$ cat config.mk
export PLATFORM = sky130hd
export DESIGN_NAME = delta_list_timer_manager_unit
export DESIGN_NICKNAME = d
export VERILOG_FILES = /design/src/rtl/core/dltm_pkg.sv /design/src/rtl/core/dltm_alu.sv /design/src/rtl/core/delta_list_timer_manager_unit.sv
export SDC_FILE = /design/constraint.sdc
export NUM_CORES = 2
export LEC_CHECK = 0
export ABC_CLOCK_PERIOD_IN_PS = 18000
export BUFFER_PORTS_ARGS = -buffer_cell sky130_fd_sc_hd__buf_4
export CAP_MARGIN = 30
export CORE_ASPECT_RATIO = 0.9
export CORE_MARGIN = 3
export CORE_UTILIZATION = 30
export DETAILED_ROUTE_END_ITERATION = 8
export HOLD_SLACK_MARGIN = 0.05
export MAX_ROUTING_LAYER = met4
export PLACE_DENSITY = 0.5
export SYNTH_ARGS = -nofsm -noshare
export SYNTH_HDL_FRONTEND = slang
export SYNTH_HIERARCHICAL = 1
export SYNTH_SLANG_ARGS = --single-unit
$ cat constraint.sdc
create_clock -name clock -period 18 [get_ports clock]
set_input_delay 0.9 -clock clock [delete_from_list [all_inputs] [get_ports clock]]
set_output_delay 0.9 -clock clock [all_outputs]
set_load 0.005 [all_outputs]
$ cat src/rtl/core/dltm_pkg.sv
// package: widths, command codes and sequencer states of the delta-list timer manager
package dltm_pkg;
   localparam int NUM_TIMERS   = 16;
   localparam int TIMEOUT_BITS = 32;
   localparam int ID_BITS      = $clog2(NUM_TIMERS);
   localparam int LINK_BITS    = ID_BITS + 1;
   localparam logic [LINK_BITS-1:0] NULL_LINK = LINK_BITS'(NUM_TIMERS);

   typedef logic [TIMEOUT_BITS-1:0] tick_type;
   typedef logic [LINK_BITS-1:0]    link_type;
   typedef logic [ID_BITS-1:0]      id_type;

   typedef enum logic [1:0] {
      CMD_TICK    = 2'd0,
      CMD_START   = 2'd1,
      CMD_STOP    = 2'd2,
      CMD_RESTART = 2'd3
   } cmd_type;

   typedef enum logic [3:0] {
      ST_IDLE,
      ST_RM_WALK,
      ST_RM_FIX,
      ST_INS_CHECK,
      ST_INS_WALK,
      ST_INS_LINK,
      ST_NOW_OUT,
      ST_TICK_DEC,
      ST_TICK_POP,
      ST_TICK_OUT,
      ST_RELOAD_NEXT
   } state_type;

   typedef enum logic [1:0] {
      ALU_SUB,
      ALU_ADD,
      ALU_DEC
   } alu_op_type;

   typedef struct packed {
      alu_op_type op;
      tick_type   a;
      tick_type   b;
   } alu_req_type;

   typedef struct packed {
      tick_type sum;
      logic     zero;
      logic     borrow;
   } alu_rsp_type;
endpackage

$ cat src/rtl/core/dltm_alu.sv
// module: shared add / subtract / decrement unit with zero and borrow flags
module dltm_alu
   import dltm_pkg::*;
(
   input  alu_req_type req,
   output alu_rsp_type rsp
);
   logic [TIMEOUT_BITS:0] wide;

   always_comb begin
      case (req.op)
         ALU_SUB: wide = {1'b0, req.a} - {1'b0, req.b};
         ALU_ADD: wide = {1'b0, req.a} + {1'b0, req.b};
         ALU_DEC: wide = {1'b0, req.a} - (TIMEOUT_BITS+1)'(1);
         default: wide = '0;
      endcase
      rsp.sum    = wide[TIMEOUT_BITS-1:0];
      rsp.zero   = (wide[TIMEOUT_BITS-1:0] == '0);
      rsp.borrow = wide[TIMEOUT_BITS];
   end
endmodule

$ cat src/rtl/core/delta_list_timer_manager_unit.sv
// top level: delta-list timer manager with walking sequencer and shared alu
// One request at a time. The sequencer walks the linked list one entry per
// cycle through a single add/subtract unit. Start and restart walk the list
// once to unlink a waiting timer and once to insert; stop only unlinks. A
// tick decrements the head, then pops, outputs and reload-scans each expiring
// timer, with one insertion walk for each periodic expiry; output handshake
// stalls hold the sequencer.
// Each expiry is offered as a response of its own; the final one of
// a request has rsp_last set. req_ready is high only while the sequencer is
// idle; a pending response holds off new requests until taken.
module delta_list_timer_manager_unit
   import dltm_pkg::*;
(
   input  logic        clock,
   input  logic        reset,
   input  logic        req_valid,
   output logic        req_ready,
   input  logic [1:0]  req_cmd,
   input  logic [3:0]  req_timer_id,
   input  logic [31:0] req_timeout,
   input  logic        req_periodic,
   output logic        rsp_valid,
   input  logic        rsp_ready,
   output logic [3:0]  rsp_expired_id,
   output logic        rsp_last
);
   // timer state, small enough for flip-flops
   tick_type delta_ff  [NUM_TIMERS];
   tick_type reload_ff [NUM_TIMERS];
   logic [NUM_TIMERS-1:0] per_ff, wait_ff;
   link_type next_ff   [NUM_TIMERS];
   link_type head_ff;

   // sequencer registers
   state_type state_ff, state_in;
   id_type    slot_ff;           // slot being armed / stopped
   tick_type  t_ff;              // remaining insert value
   link_type  cur_ff, prev_ff;
   logic      ins_after_ff;      // arm after unlink
   logic [NUM_TIMERS-1:0] fired_ff; // expired slots awaiting reload
   id_type    fired_q_ff [NUM_TIMERS]; // expiry order
   logic [ID_BITS:0] nfired_ff, rl_idx_ff;
   logic      rsp_valid_ff;
   id_type    rsp_id_ff;
   logic      rsp_last_ff;

   alu_req_type alu_req;
   alu_rsp_type alu_rsp;

   dltm_alu u_alu (.req(alu_req), .rsp(alu_rsp));

   id_type cur_id, prev_id, head_id, rl_slot;
   logic   cur_ok, prev_ok, head_ok;
   assign cur_id  = cur_ff[ID_BITS-1:0];
   assign prev_id = prev_ff[ID_BITS-1:0];
   assign head_id = head_ff[ID_BITS-1:0];
   assign cur_ok  = (cur_ff  < NULL_LINK);
   assign prev_ok = (prev_ff < NULL_LINK);
   assign head_ok = (head_ff < NULL_LINK);
   assign rl_slot = fired_q_ff[rl_idx_ff[ID_BITS-1:0]];

   assign req_ready      = (state_ff == ST_IDLE) && !rsp_valid_ff;
   assign rsp_valid      = rsp_valid_ff;
   assign rsp_expired_id = 4'(rsp_id_ff);
   assign rsp_last       = rsp_last_ff;

   logic req_acc, rsp_free, rsp_load;
   assign req_acc  = req_valid && req_ready;
   assign rsp_free = !rsp_valid_ff || rsp_ready;
   // a new response enters the output register this cycle
   assign rsp_load = rsp_free && ((state_ff == ST_NOW_OUT) || (state_ff == ST_TICK_OUT));

   // slot id of request, range check for narrow parameter values
   logic id_ok;
   assign id_ok = ({1'b0, req_timer_id} < 5'(NUM_TIMERS));

   // alu operand selection
   always_comb begin
      alu_req.op = ALU_SUB;
      alu_req.a  = t_ff;
      alu_req.b  = delta_ff[cur_id];
      case (state_ff)
         ST_RM_FIX: begin
            alu_req.op = ALU_ADD;
            alu_req.a  = delta_ff[next_ff[slot_ff][ID_BITS-1:0]];
            alu_req.b  = delta_ff[slot_ff];
         end
         ST_TICK_DEC: begin
            alu_req.op = ALU_DEC;
            alu_req.a  = delta_ff[head_id];
         end
         default: ;
      endcase
   end

   // next state
   always_comb begin
      state_in = state_ff;
      case (state_ff)
         ST_IDLE:
            if (req_acc && (req_cmd == CMD_TICK) && head_ok) state_in = ST_TICK_DEC;
            else if (req_acc && (req_cmd != CMD_TICK) && id_ok) begin
               if (wait_ff[req_timer_id[ID_BITS-1:0]]) state_in = ST_RM_WALK;
               else if (req_cmd == CMD_STOP) state_in = ST_IDLE;
               else state_in = ST_INS_CHECK;
            end
         ST_RM_WALK:
            if (cur_id == slot_ff) state_in = ST_RM_FIX;
         ST_RM_FIX:
            state_in = ins_after_ff ? ST_INS_CHECK : ST_IDLE;
         ST_INS_CHECK:
            state_in = (t_ff == '0) ? ST_NOW_OUT : ST_INS_WALK;
         ST_INS_WALK:
            if (!cur_ok || alu_rsp.borrow) state_in = ST_INS_LINK;
         ST_INS_LINK:
            state_in = (fired_ff != '0) ? ST_RELOAD_NEXT : ST_IDLE;
         ST_NOW_OUT:
            if (rsp_free) state_in = ST_IDLE;
         ST_TICK_DEC:
            state_in = ((delta_ff[head_id] == '0) || alu_rsp.zero) ? ST_TICK_POP
                                                                    : ST_IDLE;
         ST_TICK_POP:
            state_in = ST_TICK_OUT;
         ST_TICK_OUT:
            if (rsp_free) begin
               if (head_ok && delta_ff[head_id] == '0) state_in = ST_TICK_POP;
               else state_in = ST_RELOAD_NEXT;
            end
         ST_RELOAD_NEXT:
            if (rl_idx_ff >= nfired_ff) state_in = ST_IDLE;
            else if (per_ff[rl_slot]) state_in = ST_INS_CHECK;
         default: state_in = ST_IDLE;
      endcase
   end

   // datapath and list updates
   always_ff @(posedge clock) begin
      if (reset) begin
         state_ff     <= ST_IDLE;
         head_ff      <= NULL_LINK;
         wait_ff      <= '0;
         per_ff       <= '0;
         fired_ff     <= '0;
         nfired_ff    <= '0;
         rl_idx_ff    <= '0;
         rsp_valid_ff <= 1'b0;
         for (int i = 0; i < NUM_TIMERS; i++) begin
            delta_ff[i]  <= '0;
            reload_ff[i] <= '0;
         end
      end else begin
         state_ff <= state_in;
         if (rsp_valid_ff && rsp_ready && !rsp_load) rsp_valid_ff <= 1'b0;
         case (state_ff)
            ST_IDLE:
               if (req_acc) begin
                  slot_ff      <= req_timer_id[ID_BITS-1:0];
                  cur_ff       <= head_ff;
                  prev_ff      <= NULL_LINK;
                  ins_after_ff <= (req_cmd != CMD_STOP);
                  fired_ff     <= '0;
                  nfired_ff    <= '0;
                  rl_idx_ff    <= '0;
                  if (id_ok && req_cmd == CMD_START) begin
                     // periodic zero becomes one
                     t_ff <= (req_periodic && req_timeout[TIMEOUT_BITS-1:0] == '0)
                             ? tick_type'(1) : req_timeout[TIMEOUT_BITS-1:0];
                     reload_ff[req_timer_id[ID_BITS-1:0]] <=
                        (req_periodic && req_timeout[TIMEOUT_BITS-1:0] == '0)
                        ? tick_type'(1) : req_timeout[TIMEOUT_BITS-1:0];
                     per_ff[req_timer_id[ID_BITS-1:0]] <= req_periodic;
                  end else if (id_ok) begin
                     t_ff <= reload_ff[req_timer_id[ID_BITS-1:0]];
                  end
               end
            ST_RM_WALK:
               if (cur_id != slot_ff) begin
                  prev_ff <= cur_ff;
                  cur_ff  <= next_ff[cur_id];
               end
            ST_RM_FIX: begin
               // removed delta moves to the successor, if any
               if (next_ff[slot_ff] < NULL_LINK)
                  delta_ff[next_ff[slot_ff][ID_BITS-1:0]] <= alu_rsp.sum;
               if (prev_ok) next_ff[prev_id] <= next_ff[slot_ff];
               else         head_ff <= next_ff[slot_ff];
               wait_ff[slot_ff] <= 1'b0;
               cur_ff  <= (prev_ok) ? head_ff :
                          ((next_ff[slot_ff] < NULL_LINK) ? next_ff[slot_ff] : NULL_LINK);
               prev_ff <= NULL_LINK;
            end
            ST_INS_CHECK: begin
               cur_ff  <= head_ff;
               prev_ff <= NULL_LINK;
               // zero one-shot: the response follows in the next state
               if (t_ff == '0) delta_ff[slot_ff] <= '0;
            end
            ST_INS_WALK:
               if (cur_ok) begin
                  if (alu_rsp.borrow) begin
                     // successor keeps the remainder
                     delta_ff[cur_id] <= delta_ff[cur_id] - t_ff;
                  end else begin
                     t_ff    <= alu_rsp.sum;
                     prev_ff <= cur_ff;
                     cur_ff  <= next_ff[cur_id];
                  end
               end
            ST_INS_LINK: begin
               delta_ff[slot_ff] <= t_ff;
               next_ff[slot_ff]  <= cur_ok ? cur_ff : NULL_LINK;
               if (prev_ok) next_ff[prev_id] <= {1'b0, slot_ff};
               else         head_ff <= {1'b0, slot_ff};
               wait_ff[slot_ff] <= 1'b1;
            end
            ST_NOW_OUT:
               if (rsp_free) begin
                  rsp_valid_ff <= 1'b1;
                  rsp_id_ff    <= slot_ff;
                  rsp_last_ff  <= 1'b1;
               end
            ST_TICK_DEC:
               if (delta_ff[head_id] != '0) delta_ff[head_id] <= alu_rsp.sum;
            ST_TICK_POP: begin
               slot_ff <= head_id;
               fired_ff[head_id] <= 1'b1;
               fired_q_ff[nfired_ff[ID_BITS-1:0]] <= head_id;
               nfired_ff <= nfired_ff + 1'b1;
               wait_ff[head_id] <= 1'b0;
               head_ff <= (next_ff[head_id] < NULL_LINK) ? next_ff[head_id] : NULL_LINK;
            end
            ST_TICK_OUT:
               if (rsp_free) begin
                  rsp_valid_ff <= 1'b1;
                  rsp_id_ff    <= slot_ff;
                  rsp_last_ff  <= !(head_ok && delta_ff[head_id] == '0);
               end
            ST_RELOAD_NEXT:
               if (rl_idx_ff < nfired_ff) begin
                  rl_idx_ff <= rl_idx_ff + 1'b1;
                  slot_ff   <= rl_slot;
                  t_ff      <= reload_ff[rl_slot];
               end else begin
                  fired_ff <= '0;
               end
            default: ;
         endcase
      end
   end
endmodule

==> metrics.txt <==
clock tree buffer depth 4; post-synthesis sequential area ratio 46.4%; die area 282,000 µm²; CTS sink count 1,304; mean post-synth cell area 12.2 µm²; min-delay worst type in2reg; crit path time final 11,780 ps; Global Route Usage Sum 24.2%; Worst setup EP type flop; Crit Path Category reg2reg; most used flip-flop cell after synthesis edfxtp_1; GR Overflow Total 0; worst path required time 18,520 ps; Ys Warns 6; footprint of the multi-input gates 41,900 µm²; most used cell along the critical path buf_4; DIE HEIGHT 504 µm; max frequency 0.0849 GHz; Starting DRT DRC Count 9,632; max-slew violation count 0; Die W 559 µm; WL final 343 mm; FF-to-FF setup slack 6220 ps; TritonCTS clock tree built; # setup viols final 0; Core Rows 182; area grow syn2layout 11.9%; Static Leak 32.0 nW; CP Launch Type flop; final worst path period share 65.4%; max_cap viols 0; IO Pins 50; Synth Register Bits 1,304; Least-Margin Pin Slew 1140 ps; HPWL after DPL 216 mm; CP max-delay cell dfxtp_4; worst-path fanout max 55; RSZ-0062 raised after global routing no; vias in the first global route 61,412; design area 92,400 µm²; post_cts resized 0; post-route ant nets 0; Final TNS setup 0 ps; Num CTS Buffers 155; Hold Vio Cnt, Final 0; Net Count, Synth 6,922; commonest non-fill, non-tap cells in the layout edfxtp_1 (1,220), nand2_1 (835), mux4_2 (830), nor2_1 (631), and2_1 (291); vias 63,894; nets 6,710; Reg area 38,400 µm²; placed cell area 87,500 µm²; cts-stage hold buffer count 0; critical path arrival 12,300 ps; H-Tree Depth 4; Port Buffer Count 49; # DRC 0; Clk pin slew, worst setup/hold paths 60 ps; leading cell type in the layout, fill and taps excluded edfxtp_1; Final GP Congestion 0.948; Setup Buffers After CTS 0; fillers 26,672; Synth area leader edfxtp_1; biggest cell delay along the critical path 980 ps; post-DR wirelength/cell 33.0 µm; Starting Density 30.2%; global-route wire length before repair 481 mm; drt first pass iters 9; via/cell ratio 6.15; PwrDens 176 nW/µm²; Root Buffer clkbuf_16; cell count after synthesis 6,798; VDD IR max 0.235 mV; Yosys cell types 95; share of cells above drive strength 1 23.6%; Yosys top cell area share 44.4%; clock insertion delay at the later pin of the skew report 870 ps; Post-synth EDFFs 1,220; largest net degree at the start of global routing 146; core footprint 273,000 µm²; Area contributors post-synth edfxtp_1 (44%), mux4_2 (23%), nand2_1 (3.9%), nor2_1 (2.9%), and2_1 (2.2%); status finished clean; Mapped Area 82,600 µm²; Fin Clk Skew 107 ps; initial antenna violation count 18; FFs w/ async S/R, synth 0%; Max-slew headroom 23.3%
[stage by stage]
| stage | hold slack, ps | instances | setup slack (ps) | power (W) | utilization [%] |
|---|---|---|---|---|---|
| detailed placement | 459 | 10103 | 6530 | 0.0128 | 32.0 |
| global placement | 448 | 10086 | 6550 | 0.0128 | 31.9 |
| global route | 415 | 10393 | 5500 | 0.0168 | 33.8 |
| CTS | 385 | 10374 | 6460 | 0.0160 | 33.8 |
| finish | 443 | 10397 | 6220 | 0.0163 | 33.8 |
| floorplan | 437 | 6798 | 4970 | 0.00901 | - |
[kinds of logic after synthesis]
logic type | count (synthesis) | synth area share, %
DFF | 1304 | 46.4
AOI/OAI and AO/OA | 966 | 7.98
and+or+nand+nor | 2618 | 14.9
muxes | 1038 | 25.3
xor gates and xnor gates | 49 | 0.520
adders and majority gates | 81 | 1.25
buffers and inverters | 742 | 3.64
[state kept, by name (all words and copies together), names as in the netlist, 5 cells and up, named ones only]
name	count
cur_ff	5
delta_ff	512
fired_ff	16
fired_q_ff	64
head_ff	5
next_ff	80
nfired_ff	5
per_ff	16
prev_ff	5
reload_ff	512
rl_idx_ff	5
t_ff	32
wait_ff	16
[cell usage after synthesis, types with 69 or more instances]
cell type,instances
and2_1,292
nand3_1,207
a21oi_1,249
and3_1,291
mux4_2,833
a31oi_1,84
nor2_1,643
nor3_1,107
inv_1,81
a22oi_1,104
o21ai_0,128
mux2i_1,132
buf_2,105
nand2_1,857
clkbuf_1,449
ha_1,79
edfxtp_1,1220
buf_1,88
dfxtp_1,84
mux2_2,69
[where the power goes]
group	total, W	leakage [nW]	internal (W)	switching, W
sequential	0.00388	13.1	0.00353	0.000350
combinational	0.00924	16.6	0.00292	0.00632
clock	0.00314	2.38	0.00178	0.00136
[critical path, delay by kind of cell (launching register included)]
kind / cells / cell delay (ps)
and+or+nand+nor: 11 / 3450
AOI/OAI and AO/OA: 12 / 2950
buffers and inverters: 6 / 2170
DFF: 1 / 980
muxes: 2 / 910
adders and majority gates: 2 / 550
xor gates and xnor gates: 1 / 190
[layer usage]
metal / vias to the layer above / track usage [%] / part of all wire (%) / routed length (µm)
li1: 26023 / - / - / -
met1: 33032 / 32.2 / 40 / 139000
met2: 4216 / 35.2 / 44 / 151000
met3: 623 / 8.13 / 13 / 43600
met4: 0 / 6.49 / 2.9 / 9910
met5: - / - / 0 / 0
[final cells by class]
class                           count  area share [%]
Clock inverter                     92           0.888
Antenna cell                       17          0.0460
Multi-Input combinational cell   4752            45.3
Clock buffer                      179            4.36
Inverter                           82           0.334
Sequential cell                  1304            41.5
Tap cell                         3680            4.98
Timing Repair Buffer              291            2.59
[path summary, 6_finish.rpt]
check	startpoint	to	depth (start not counted)
max	flop	delta_ff[11][30]	34
min	req_cmd[1]	ins_after_ff	2
max reg2reg	flop	delta_ff[11][30]	34
min reg2reg	fired_ff[12]	fired_ff[12]	2
Note: power is estimated with default switching activity, not from simulation.
